[config.mk]
export PLATFORM = sky130hd
export DESIGN_NAME = pcm_volume_upsample_converter
export DESIGN_NICKNAME = d
export VERILOG_FILES = /design/src/rtl/pcmvu_pkg.sv /design/src/rtl/pcm_volume_upsample_converter.sv /design/src/rtl/pcmvu_lane.sv /design/src/rtl/pcmvu_merge.sv
export VERILOG_INCLUDE_DIRS = /design/src /design/src/rtl
export SDC_FILE = /design/constraint.sdc
export NUM_CORES = 1
export LEC_CHECK = 0
export BUFFER_PORTS_ARGS = -buffer_cell sky130_fd_sc_hd__buf_2
export CAP_MARGIN = 20
export CORE_MARGIN = 8
export CORE_UTILIZATION = 50
export DETAILED_ROUTE_END_ITERATION = 10
export GPL_ROUTABILITY_DRIVEN = 1
export HOLD_SLACK_MARGIN = 0.03
export PLACE_DENSITY = 0.78
export REMOVE_ABC_BUFFERS = 1
export SYNTH_ARGS = -nofsm -noshare
export SYNTH_HDL_FRONTEND = slang
export SYNTH_SLANG_ARGS = --single-unit
[constraint.sdc]
create_clock -name clk -period 10.1 [get_ports clk]
set_input_delay 2.02 -clock clk [delete_from_list [all_inputs] [get_ports clk]]
set_output_delay 2.02 -clock clk [all_outputs]
set_load 0.05 [all_outputs]
[src/rtl/pcm_volume_upsample_converter_assert.svh]
// ---------------------------------------------------------------------------
// pcm volume upsample converter assertion macros
// shared concurrent assertion forms, switched off by NO_ASSERTIONS
// ---------------------------------------------------------------------------
`ifndef PCM_VOLUME_UPSAMPLE_CONVERTER_ASSERT_SVH
`define PCM_VOLUME_UPSAMPLE_CONVERTER_ASSERT_SVH

`ifndef NO_ASSERTIONS

`define PCMVU_ASSERT_SAME(label, ante, cons) \
	label: assert property (@(posedge clk) disable iff (!arst_n) (ante) |-> (cons)) \
		else $error("assertion failed");

`define PCMVU_ASSERT_NEXT(label, ante, cons) \
	label: assert property (@(posedge clk) disable iff (!arst_n) (ante) |=> (cons)) \
		else $error("assertion failed");

`else

`define PCMVU_ASSERT_SAME(label, ante, cons)
`define PCMVU_ASSERT_NEXT(label, ante, cons)

`endif

`endif

[src/rtl/pcmvu_pkg.sv]
// ---------------------------------------------------------------------------
// pcmvu_pkg
// shared types and constants of the pcm volume upsample converter
// ---------------------------------------------------------------------------
`timescale 1ns / 1ps

package pcmvu_pkg;

	localparam int SampleW = 16;
	localparam int VolumeW = 10;
	localparam int OperandW = SampleW + 1;
	localparam int ProductW = OperandW + VolumeW + 1;
	localparam int CfgIndexW = 2;
	localparam int ByteOffset = 128;
	localparam int GainShift = 8;

	typedef enum logic [CfgIndexW-1:0] {
		CFG_SAMPLE_IS_16BIT = 2'd0,
		CFG_STEREO          = 2'd1,
		CFG_DOUBLE_RATE     = 2'd2,
		CFG_VOLUME          = 2'd3
	} cfg_index_t;

	localparam logic [VolumeW-1:0] VolumeReset = 10'd256;

	typedef struct packed {
		logic               load;
		logic               advance;
		logic               enable;
		logic               is_16bit;
		logic [VolumeW-1:0] volume;
	} lane_ctrl_t;

	typedef struct packed {
		logic [SampleW-1:0] cur;
		logic [SampleW-1:0] mid;
	} lane_result_t;

endpackage

[src/rtl/pcm_volume_upsample_converter.sv]
// ---------------------------------------------------------------------------
// pcm_volume_upsample_converter
// pcm gain scaler with optional 2x linear upsampling
// ---------------------------------------------------------------------------
// usage:
//  in channel (in_valid/in_ready) takes one frame word: left_raw, right_raw,
//  first_frame. out channel (out_valid/out_ready) gives result words with
//  left_out, right_out, interpolated and last.
//  cfg channel (cfg_valid/cfg_ready, cfg_index, cfg_data) writes the mode
//  and volume registers; cfg_ready is always high, write only when idle.
// path: an accepted frame's gain product is registered in the frame stage,
//  then its result words are registered in the output stage once it has space.
// throughput: one frame per cycle while out_ready is high and no midpoint is
//  made; in double rate mode a non-first frame gives two words, and the single
//  output word register takes the next frame as the frame word leaves.
// reset: registers take their reset values (16-bit, mono, single rate,
//  volume 256), previous samples are cleared, both pipeline stages empty.
// stall: while out_ready is low the output word holds; the frame stage
//  still takes one new word, then in_ready drops until space frees.
// ---------------------------------------------------------------------------
`timescale 1ns / 1ps

module pcm_volume_upsample_converter (
	input  logic                                          clk,
	input  logic                                          arst_n,
	input  logic                                          cfg_valid,
	output logic                                          cfg_ready,
	input  logic [pcmvu_pkg::CfgIndexW-1:0]               cfg_index,
	input  logic [pcmvu_pkg::VolumeW-1:0]                 cfg_data,
	input  logic                                          in_valid,
	output logic                                          in_ready,
	input  logic [pcmvu_pkg::SampleW-1:0]                 left_raw,
	input  logic [pcmvu_pkg::SampleW-1:0]                 right_raw,
	input  logic                                          first_frame,
	output logic                                          out_valid,
	input  logic                                          out_ready,
	output logic signed [pcmvu_pkg::SampleW-1:0]          left_out,
	output logic signed [pcmvu_pkg::SampleW-1:0]          right_out,
	output logic                                          interpolated,
	output logic                                          last
);

`include "pcm_volume_upsample_converter_assert.svh"

	logic                          is_16bit_q;
	logic                          stereo_q;
	logic                          double_rate_q;
	logic [pcmvu_pkg::VolumeW-1:0] volume_q;
	logic                          valid_s1;
	logic                          first_s1;
	logic                          advance;
	logic                          in_fire;
	pcmvu_pkg::lane_ctrl_t         left_ctrl;
	pcmvu_pkg::lane_ctrl_t         right_ctrl;
	pcmvu_pkg::lane_result_t       left_res;
	pcmvu_pkg::lane_result_t       right_res;

	assign cfg_ready = 1'b1;

	always_ff @(posedge clk or negedge arst_n) begin
		if (!arst_n) begin
			is_16bit_q <= 1'b1;
			stereo_q <= 1'b0;
			double_rate_q <= 1'b0;
			volume_q <= pcmvu_pkg::VolumeReset;
		end else if (cfg_valid) begin
			unique case (pcmvu_pkg::cfg_index_t'(cfg_index))
				pcmvu_pkg::CFG_SAMPLE_IS_16BIT: is_16bit_q <= cfg_data[0];
				pcmvu_pkg::CFG_STEREO:          stereo_q <= cfg_data[0];
				pcmvu_pkg::CFG_DOUBLE_RATE:     double_rate_q <= cfg_data[0];
				pcmvu_pkg::CFG_VOLUME:          volume_q <= cfg_data;
				default:                        volume_q <= volume_q;
			endcase
		end
	end

	assign in_ready = !valid_s1 || advance;
	assign in_fire = in_valid && in_ready;

	always_ff @(posedge clk or negedge arst_n) begin
		if (!arst_n) begin
			valid_s1 <= 1'b0;
		end else if (in_fire) begin
			valid_s1 <= 1'b1;
		end else if (advance) begin
			valid_s1 <= 1'b0;
		end
	end

	always_ff @(posedge clk) begin
		if (in_fire) begin
			first_s1 <= first_frame;
		end
	end

	always_comb begin
		left_ctrl.load = in_fire;
		left_ctrl.advance = advance;
		left_ctrl.enable = 1'b1;
		left_ctrl.is_16bit = is_16bit_q;
		left_ctrl.volume = volume_q;
		right_ctrl = left_ctrl;
		right_ctrl.enable = stereo_q;
	end

	pcmvu_lane u_lane_left (
		.clk    (clk),
		.arst_n (arst_n),
		.ctrl   (left_ctrl),
		.raw    (left_raw),
		.result (left_res)
	);

	pcmvu_lane u_lane_right (
		.clk    (clk),
		.arst_n (arst_n),
		.ctrl   (right_ctrl),
		.raw    (right_raw),
		.result (right_res)
	);

	pcmvu_merge u_merge (
		.clk          (clk),
		.arst_n       (arst_n),
		.valid_s1     (valid_s1),
		.first_s1     (first_s1),
		.double_rate  (double_rate_q),
		.left_res     (left_res),
		.right_res    (right_res),
		.advance      (advance),
		.out_valid    (out_valid),
		.out_ready    (out_ready),
		.left_out     (left_out),
		.right_out    (right_out),
		.interpolated (interpolated),
		.last         (last)
	);

	// midpoint word is never the last word of its frame
	`PCMVU_ASSERT_SAME(a_mid_not_last, out_valid && interpolated, !last)
	// a sent midpoint word is followed by its frame word
	`PCMVU_ASSERT_NEXT(a_mid_then_frame, out_valid && out_ready && interpolated,
		out_valid && !interpolated)
	// mono words carry a zero right sample
	`PCMVU_ASSERT_SAME(a_mono_right_zero, out_valid && !stereo_q, right_out == '0)
	// midpoints only in double rate mode
	`PCMVU_ASSERT_SAME(a_mid_needs_double, out_valid && interpolated, double_rate_q)

endmodule

[src/rtl/pcmvu_lane.sv]
// ---------------------------------------------------------------------------
// pcmvu_lane
// one channel: gain multiply, truncating rescale, midpoint against previous
// ---------------------------------------------------------------------------
`timescale 1ns / 1ps

module pcmvu_lane (
	input  logic                              clk,
	input  logic                              arst_n,
	input  pcmvu_pkg::lane_ctrl_t             ctrl,
	input  logic [pcmvu_pkg::SampleW-1:0]     raw,
	output pcmvu_pkg::lane_result_t           result
);

	logic signed [pcmvu_pkg::OperandW-1:0] operand;
	logic signed [pcmvu_pkg::VolumeW:0]    gain;
	logic signed [pcmvu_pkg::ProductW-1:0] product;
	logic signed [pcmvu_pkg::ProductW-1:0] product_s1;
	logic signed [pcmvu_pkg::ProductW-1:0] rounded;
	logic signed [pcmvu_pkg::ProductW-1:0] shifted;
	logic        [pcmvu_pkg::SampleW-1:0]  cur;
	logic        [pcmvu_pkg::SampleW-1:0]  prev_q;
	logic signed [pcmvu_pkg::SampleW:0]    cur_x;
	logic signed [pcmvu_pkg::SampleW:0]    prev_x;
	logic signed [pcmvu_pkg::SampleW:0]    diff;
	logic signed [pcmvu_pkg::SampleW:0]    half;
	logic signed [pcmvu_pkg::SampleW:0]    mid_x;

	always_comb begin
		if (ctrl.is_16bit) begin
			operand = pcmvu_pkg::OperandW'(signed'(raw));
		end else begin
			operand = signed'({{(pcmvu_pkg::OperandW-8){1'b0}}, raw[7:0]})
				- pcmvu_pkg::OperandW'(pcmvu_pkg::ByteOffset);
		end
		gain = signed'({1'b0, ctrl.volume});
		product = pcmvu_pkg::ProductW'(operand) * pcmvu_pkg::ProductW'(gain);
	end

	always_ff @(posedge clk) begin
		if (ctrl.load) begin
			product_s1 <= product;
		end
	end

	// truncate toward zero on the 16-bit path
	always_comb begin
		rounded = product_s1 + (product_s1[pcmvu_pkg::ProductW-1]
			? pcmvu_pkg::ProductW'((1 << pcmvu_pkg::GainShift) - 1)
			: pcmvu_pkg::ProductW'(0));
		shifted = rounded >>> pcmvu_pkg::GainShift;
		if (!ctrl.enable) begin
			cur = '0;
		end else if (ctrl.is_16bit) begin
			cur = shifted[pcmvu_pkg::SampleW-1:0];
		end else begin
			cur = product_s1[pcmvu_pkg::SampleW-1:0];
		end
	end

	always_comb begin
		cur_x = signed'({cur[pcmvu_pkg::SampleW-1], cur});
		prev_x = signed'({prev_q[pcmvu_pkg::SampleW-1], prev_q});
		diff = cur_x - prev_x;
		half = (diff + (diff[pcmvu_pkg::SampleW] ? (pcmvu_pkg::SampleW+1)'(1)
			: (pcmvu_pkg::SampleW+1)'(0))) >>> 1;
		mid_x = cur_x - half;
		result.cur = cur;
		result.mid = ctrl.enable ? mid_x[pcmvu_pkg::SampleW-1:0] : '0;
	end

	always_ff @(posedge clk or negedge arst_n) begin
		if (!arst_n) begin
			prev_q <= '0;
		end else if (ctrl.advance) begin
			prev_q <= cur;
		end
	end

endmodule

[src/rtl/pcmvu_merge.sv]
// ---------------------------------------------------------------------------
// pcmvu_merge
// output stage: joins both lanes, sends a midpoint word, if any, then the frame word
// ---------------------------------------------------------------------------
`timescale 1ns / 1ps

module pcmvu_merge (
	input  logic                                    clk,
	input  logic                                    arst_n,
	input  logic                                    valid_s1,
	input  logic                                    first_s1,
	input  logic                                    double_rate,
	input  pcmvu_pkg::lane_result_t                 left_res,
	input  pcmvu_pkg::lane_result_t                 right_res,
	output logic                                    advance,
	output logic                                    out_valid,
	input  logic                                    out_ready,
	output logic signed [pcmvu_pkg::SampleW-1:0]    left_out,
	output logic signed [pcmvu_pkg::SampleW-1:0]    right_out,
	output logic                                    interpolated,
	output logic                                    last
);

	logic                          valid_q;
	logic                          has_mid_q;
	logic [pcmvu_pkg::SampleW-1:0] mid_l_q;
	logic [pcmvu_pkg::SampleW-1:0] mid_r_q;
	logic [pcmvu_pkg::SampleW-1:0] cur_l_q;
	logic [pcmvu_pkg::SampleW-1:0] cur_r_q;
	logic                          out_fire;
	logic                          space;

	assign out_fire = valid_q && out_ready;
	assign space = !valid_q || (out_fire && !has_mid_q);
	assign advance = valid_s1 && space;

	assign out_valid = valid_q;
	assign interpolated = has_mid_q;
	assign last = !has_mid_q;
	assign left_out = signed'(has_mid_q ? mid_l_q : cur_l_q);
	assign right_out = signed'(has_mid_q ? mid_r_q : cur_r_q);

	always_ff @(posedge clk or negedge arst_n) begin
		if (!arst_n) begin
			valid_q <= 1'b0;
			has_mid_q <= 1'b0;
		end else if (advance) begin
			valid_q <= 1'b1;
			has_mid_q <= double_rate && !first_s1;
		end else if (out_fire) begin
			if (has_mid_q) begin
				has_mid_q <= 1'b0;
			end else begin
				valid_q <= 1'b0;
			end
		end
	end

	always_ff @(posedge clk) begin
		if (advance) begin
			mid_l_q <= left_res.mid;
			mid_r_q <= right_res.mid;
			cur_l_q <= left_res.cur;
			cur_r_q <= right_res.cur;
		end
	end

endmodule

-- Yosys cells after proc, flatten, opt, wreduce, memory -nomap -nowiden
Index checks and enable logic that the tools add are counted.
W data, S select, Z words.
- register bits: 169
- input bits: 50
- output and inout port bits: 37
- logic and storage cells: 69
- add/subtract/negate cells: 10
- multipliers: 2
- eq/ne operators: 4
- multiplexer cells: 18
- reductions and logical operators: 19
- operator list (cell ; number):
    $mux W16 ; 5
    $mul A17 B11 Y28 ; 2
    $add A24 B24 Y24 ; 2
    $add A17 B2 Y17 ; 2
    $mux W17 ; 2
    $sub A16 B16 Y17 ; 2
    $sub A16 B16 Y16 ; 2
    $sub A8 B8 Y9 const B ; 2
    $mux W8 ; 2
    $reduce_and A2 Y1 ; 5
    $mux W1 ; 9
    $logic_and A1 B1 Y1 ; 5
    $eq A2 B2 Y1 const B ; 2
    $logic_not A1 Y1 ; 4
    $reduce_bool A2 Y1 ; 2
    $eq A2 B1 Y1 const B ; 1
    $logic_not A2 Y1 ; 1
    $logic_or A1 B1 Y1 ; 2
    $ne A2 B2 Y1 const B ; 1

-- Depth between registers and ports, before layout
Gate-level depths: netlist of the first run.
- word-level depth: 8
- gate-level depth with buffers: 33
- depth with buffers taken out: 33

-- Cells and area by module
A second synthesis of the first run with hierarchy kept.
- cell total of the unflattened synthesis: 2460
- area total of the unflattened synthesis: 23452.5 µm²
- by module, submodules not included (module ; times used ; cells an instance ; area each (µm²) ; seq. area each (µm²)):
    pcmvu_lane (u_lane_left) ; 1 ; 1165 ; 10211.0 ; 1151.1
    pcmvu_lane (u_lane_right) ; 1 ; 1148 ; 10108.4 ; 1151.1
    pcmvu_merge ; 1 ; 110 ; 2533.7 ; 1971.9
    pcm_volume_upsample_converter ; 1 ; 37 ; 599.3 ; 382.9

-- Least setup slack after synthesis of the first run
No wires, ideal clock.
- kind: input-to-reg
- start point: input right_raw[7] in the netlist's numbering
- end point: register u_lane_right.product_s1[27] in the netlist's numbering (data pin)
- library setup time: 0.264 ns
- arrival time: 7.168 ns
- data required time: 9.836 ns
- slack: 2.668 ns
- stages: 22
- cells stage by stage: xnor2_1 > nand2_1 > fa_1 > inv_1 > fa_1 > inv_1 > fa_1 > inv_1 > fa_1 > inv_1 > fa_1 > inv_1 > ha_1 > o21ai_0 > a22o_1 > a211oi_1 > nor4bb_1 > o31ai_1 > nand2_1 > a21oi_1 > mux2i_1 > nand3_1
- cells in the longest elaborated chain, start to end: 3
- RTL lines (item ; line ; source):
    from (decl) ; pcm_volume_upsample_converter.sv:33 ; input logic [pcmvu_pkg::SampleW-1:0] right_raw,
    $sub A8 B8 Y9 ; pcmvu_lane.sv:34 ; - pcmvu_pkg::OperandW'(pcmvu_pkg::ByteOffset);
    $mux W17 (*) ; pcmvu_lane.sv:30 ; if (ctrl.is_16bit) begin
    $mul A17 B11 Y28 (*) ; pcmvu_lane.sv:37 ; product = pcmvu_pkg::ProductW'(operand) * pcmvu_pkg::ProductW'(gain);
    named net u_lane_right.product, one bit ; pcmvu_lane.sv:17 ; logic signed [pcmvu_pkg::ProductW-1:0] product;
    to (signal assigned) ; pcmvu_lane.sv:42 ; product_s1 <= product;
    to (decl) ; pcmvu_lane.sv:18 ; logic signed [pcmvu_pkg::ProductW-1:0] product_s1;
The timed path passes the listed nets; every way through them passes the cells marked *.
A chain may end at the register's enable or synchronous reset.

==> results of run 1 <==
## sequential cells by signal, indices dropped and copies added, names as in the netlist, 10 cells and up
signal and count:
u_lane_left.product_s1 25, u_lane_right.product_s1 25, u_lane_left.prev_q 16, u_lane_right.prev_q 16, u_merge.cur_l_q 16, u_merge.cur_r_q 16
u_merge.mid_l_q 16, u_merge.mid_r_q 16, volume_q 10
## through the flow
step	area [um2]	worst slack [ps]	util	instances	hold slack, ps
3_3_place_gp	23700	2050	0.525	2959	445
2_1_floorplan	22400	2650	-	2263	425
3_5_place_dp	23700	1870	0.525	2959	451
5_1_grt	24200	1580	0.538	2993	466
6_report	24200	2070	0.538	2995	458
4_1_cts	24200	2110	0.537	2991	462
## worst register-to-register path: cells and delay by family (launching register included)
| kind | cells | cell delay, ps |
|---|---|---|
| AOI/OAI and AO/OA | 12 | 3030 |
| DFF | 1 | 540 |
| adders and majority gates | 4 | 1220 |
| and+or+nand+nor | 11 | 2570 |
| xor gates and xnor gates | 3 | 390 |
## worst min-delay path by stage
stage                            to  slack [ps]  cells after the start  startpoint
3_3_place_gp   u_merge.interpolated         440                      1    first_s1
6_report       u_merge.interpolated         460                      1    first_s1
5_1_grt        u_merge.interpolated         470                      1    first_s1
2_1_floorplan  u_merge.interpolated         430                      1    first_s1
3_5_place_dp   u_merge.interpolated         450                      1    first_s1
4_1_cts        u_merge.interpolated         460                      1    first_s1
## routing by layer
layer | vias to the layer above | share of wire | global-route usage
met1 | 8077 | 0.46 | 0.249
met2 | 385 | 0.47 | 0.309
met3 | 57 | 0.053 | 0.0308
met5 | - | 0.00048 | 0
li1 | 7721 | - | -
met4 | 4 | 0.016 | 0.0510
## placed cells by master (no fill, tap or decap), types with 6 or more instances in the layout
cell type | Yosys | layout
clkbuf_16 | 0 | 17
o21ai_1 | 6 | 6
buf_2 | 1 | 85
inv_1 | 368 | 368
a21oi_1 | 86 | 86
nand3_1 | 33 | 33
or3_1 | 9 | 9
xnor2_1 | 83 | 83
xor2_1 | 57 | 57
o21a_1 | 22 | 22
ha_1 | 202 | 202
a31oi_1 | 8 | 8
nor3_1 | 24 | 24
nand2_1 | 206 | 206
edfxtp_1 | 115 | 115
nand2b_1 | 17 | 17
dfrtp_1 | 46 | 46
nor4_1 | 6 | 6
nor2b_1 | 14 | 14
o21ai_0 | 48 | 48
and3_1 | 17 | 17
fa_1 | 300 | 300
nand4_1 | 15 | 15
buf_4 | 1 | 11
o31ai_1 | 8 | 8
a21o_1 | 44 | 44
nor2_1 | 116 | 116
or2_2 | 7 | 7
and2_1 | 197 | 196
mux2_2 | 74 | 74
a211oi_1 | 21 | 21
## cells by family after synthesis
kind of cell             after synthesis
AO/OA/AOI/OAI                        307
buffers and inverters                436
XOR/XNOR                             141
other                                  1
multiplexers                          79
flip-flops                           163
adder cells (fa/ha/maj)              502
AND/OR/NAND/NOR                      699
## cell type report
type,instances,share of cell area
antenna,3,0.000310
sequential,163,0.192
clock inverter,14,0.00537
inverter,371,0.0575
timing repair buffer,97,0.0221
tap,600,0.0310
multi-input combinational,1729,0.674
clock buffer,18,0.0177
==> results.cfg, run 1 <==
[detailed_routing]
drtIter0Drc = 1083
finalWirelength_um = 47700
drtPass1Iterations = 5
route.detailed.drc = 0
ant_nets = 0
via_per_inst = 5.42
wl_per_cell_um = 15.9
routed-via-count = 16200

[clock_tree]
cts-root-buf = clkbuf_16
cts_resized = 0
cts_hold_buf = 0
cts_buffers = 17
cts_tree = yes
clk_pin_slew_ps = 70
cts_sinks = 163
cts_buffer_depth = 2
cts_setup_buffers = 0
insertion_delay_ps = 460
ctsHtreeMaxLevel = 4

[yosys]
yosysWarnings = 0
synth-seq-cells = 163
yosys-top-cells-area = fa_1 (27%), edfxtp_1 (15%), ha_1 (11%), inv_1 (6.1%), and2_1 (5.4%)
syn_avg_cell_area_um2 = 9.73
synthCells = 2328
synth_top_family_by_area = adder cells
synth-simple-area-share = 0.160
synth_area_leader_cell = fa_1
synthAdderAreaFrac = 0.377
yosysMostFrequentCell = inv_1
synth_xor_area_frac = 0.0551
muxShareOfSynthArea = 0.0390
synth_cell_type_count = 89
yosysSeqAreaShare = 0.206
netlist_area_um2 = 22600
synth_common_cells = inv_1 (368), fa_1 (300), nand2_1 (206), ha_1 (202), and2_1 (197)
ys.flop_type = edfxtp_1
synth_compound_gate_area_share = 0.0907
synth_edf_count = 115
async_reset_ff_frac = 0.294
synth_top_area_frac = 0.265

[timing]
finClkSkew_ps = 19.5
period_minus_slack_ps = 8030
clock.fmax_mhz = 125
finalSetupViolations = 0
rsz0062_at_grt = no
tightest_slew_ps = 1060
final-hold-violation-count = 0
period_share = 0.795
slew_violations = 0
slew_headroom = 0.294
finalSetupTns_ps = 0

[critical_path]
required_ps = 10290
regToRegSetupSlack_ps = 2070
slowest_stage = a211oi_1
crit_fanout = 8
path_delay_family = compound AO/OA/AOI/OAI gates
critPathArrivalTime_ps = 8210
critPathMostFrequentCell = ha_1
critPathLaunch = u_lane_right.product_s1[27]
critPathKind = flop to flop
cp-start-kind = flop
reg2reg_to = u_merge.mid_r_q[15]
critical-path-max-stage-delay_ps = 560
crit_buf_inv = 0
r2r-start = u_lane_right.product_s1[27]
cp_num_cells = 30
worst_r2r_path_depth = 30
cp-end-kind = flop
crit_end = u_merge.mid_r_q[15]

[layout]
syn2layout_area_growth_pct = 7.10
nNetsFinal = 2931
seqCellArea_um2 = 4660
drive_above_1_share = 0.0970
multi_input_area_um2 = 16300
fillers = 3999

[floorplan]
row_count = 78
core_area_um2 = 45100
dieArea_um2 = 52400
start_util = 0.502
pin_count = 87
dieHeight_um = 229
die_width_um = 229

[place]
dpl.hpwl_um = 39000
gp_congestion = 0.900
port_buffers = 85

[run_status]
run_status = finished clean

[global_route]
grt_pass1_vias = 17400
grt_usage = 0.186
grt_pass1_wl_um = 82400
grt_max_degree = 52
antenna_found_initial = 3
grt-ovfl-total = 0

[min_path]
hp-class = flop to flop

[run]
maxCapViolations = 0
Power of run 1 is left out: the tool's default activity adds up to more than one toggle a clock period on the data nets, which glitch-free logic cannot reach.
==> run 2, diff against run 1 <==
- PLACE_DENSITY: 0.78 -> 0.8
- clock period: 10.1 -> 6.75 ns (I/O delays scaled with it)
==> run 2 against run 1 <==
Effect of this change:
- flip-flop and latch count is the same
- utilization grew 5.2 points
- the flow now finishes with violations (setup timing)
- critical path depth grew 8
- routed wire length grew 16%
- hold slack lost 7.5 ps
- non-clock buffer count grew 218
==> results.cfg, run 2 (same netlist as run 1, synthesis figures left out) <==
[critical_path]
critical-path-max-stage-delay_ps = 380
cp-end-kind = flop
critPathKind = flop to flop
cp-start-kind = flop
required_ps = 6950
path_delay_family = buffers and inverters
slowest_stage = edfxtp_1
critPathArrivalTime_ps = 7240
regToRegSetupSlack_ps = -290
critPathMostFrequentCell = buf_4
crit_fanout = 6
crit_buf_inv = 15

[detailed_routing]
drtIter0Drc = 1321
routed-via-count = 17700
finalWirelength_um = 55300
drtPass1Iterations = 7
via_per_inst = 5.50
ant_nets = 0
wl_per_cell_um = 17.2
route.detailed.drc = 0

[run_status]
run_status = finished with violations
violations = setup timing

[global_route]
grt_usage = 0.206
grt_pass1_wl_um = 90700
grt-ovfl-total = 0
grt_max_degree = 52
grt_pass1_vias = 18900
antenna_found_initial = 8

[run]
maxCapViolations = 0

[layout]
fillers = 3624
postLayoutCellArea_um2 = 26600
multi_input_area_um2 = 16900
nNetsFinal = 3149
final_common_cell = inv_1
seqCellArea_um2 = 4660
drive_above_1_share = 0.206
post-route-util = 0.589
largestRegisters = u_lane_left.product_s1 x25, u_lane_right.product_s1 x25
mostFrequentLayoutCells = inv_1 (367), fa_1 (298), buf_4 (223)
syn2layout_area_growth_pct = 17.4

[timing]
setup_slack_ps = -292
rsz0062_at_grt = yes
finClkSkew_ps = 19.5
slew_headroom = 0.312
clock.fmax_mhz = 142
finalSetupViolations = 4
period_minus_slack_ps = 7040
final-hold-violation-count = 0
finalSetupTns_ps = -741
slew_violations = 0
period_share = 1.04
tightest_slew_ps = 1030

[clock_tree]
ctsHtreeMaxLevel = 4
cts_tree = yes
clk_pin_slew_ps = 70
insertion_delay_ps = 460
cts_sinks = 163
cts_buffer_depth = 2
cts_buffers = 17
cts_hold_buf = 0
cts-root-buf = clkbuf_16

[place]
gp_congestion = 0.946
port_buffers = 85
post-place-ws_ps = -397
dpl.hpwl_um = 42400
place_area_um2 = 24900

[floorplan]
core_area_um2 = 45100
dieHeight_um = 229
pin_count = 87
die_width_um = 229
row_count = 78
start_util = 0.502
dieArea_um2 = 52400

[min_path]
hp-class = flop to flop
## run 2: routing by layer
metal,global-route usage,share of wire,vias to the layer above
met5,0,0.00069,-
met2,0.350,0.48,656
met1,0.266,0.42,8729
li1,-,-,8145
met4,0.0636,0.031,8
met3,0.0343,0.066,151
## run 2: cell type report
class,instances,share of cell area
flip-flops and latches,163,0.175
inverters,371,0.0524
multi-input cells,1729,0.638
repair buffers,315,0.0820
clock inverters,14,0.00753
diodes,4,0.000377
well taps,600,0.0282
clock buffers,18,0.0165
## run 2: path summary, 6_finish.rpt
kind | startpoint | end | depth (start not counted)
worst min register to register | first_s1 | u_merge.interpolated | 1
max in group asynchronous | arst_n | u_lane_left.prev_q[15] | 2
worst max register to register | u_lane_right.product_s1[27] | u_merge.mid_r_q[15] | 38
min in group asynchronous | arst_n | u_lane_right.prev_q[12] | 2
worst max-delay path | u_lane_right.product_s1[27] | u_merge.mid_r_q[15] | 38
worst min-delay path | first_s1 | u_merge.interpolated | 1
## run 2: worst reg2reg max path, delay by kind of cell (launching register included)
family,cells,cell delay (ps)
buffers and inverters,15,2050
adder cells (fa/ha/maj),3,660
flip-flops,1,380
AND/OR/NAND/NOR,6,970
AO/OA/AOI/OAI,10,2040
XOR/XNOR,4,710
## run 2: through the flow
| step | hold WS (ps) | instances |
|---|---|---|
| after floorplan | 425 | 2263 |
| after global placement | 438 | 3128 |
| after detailed placement | 450 | 3128 |
| after CTS | 452 | 3192 |
| after global routing | 476 | 3213 |
| final | 451 | 3214 |
## run 2: timing repair
item / in CTS / in global routing
pin swaps: 30 / 53
resized for setup: 51 / 70
setup endpoints to repair: 5 / 15
buffers inserted: 32 / 18
Power of run 2 is left out for the same reason.
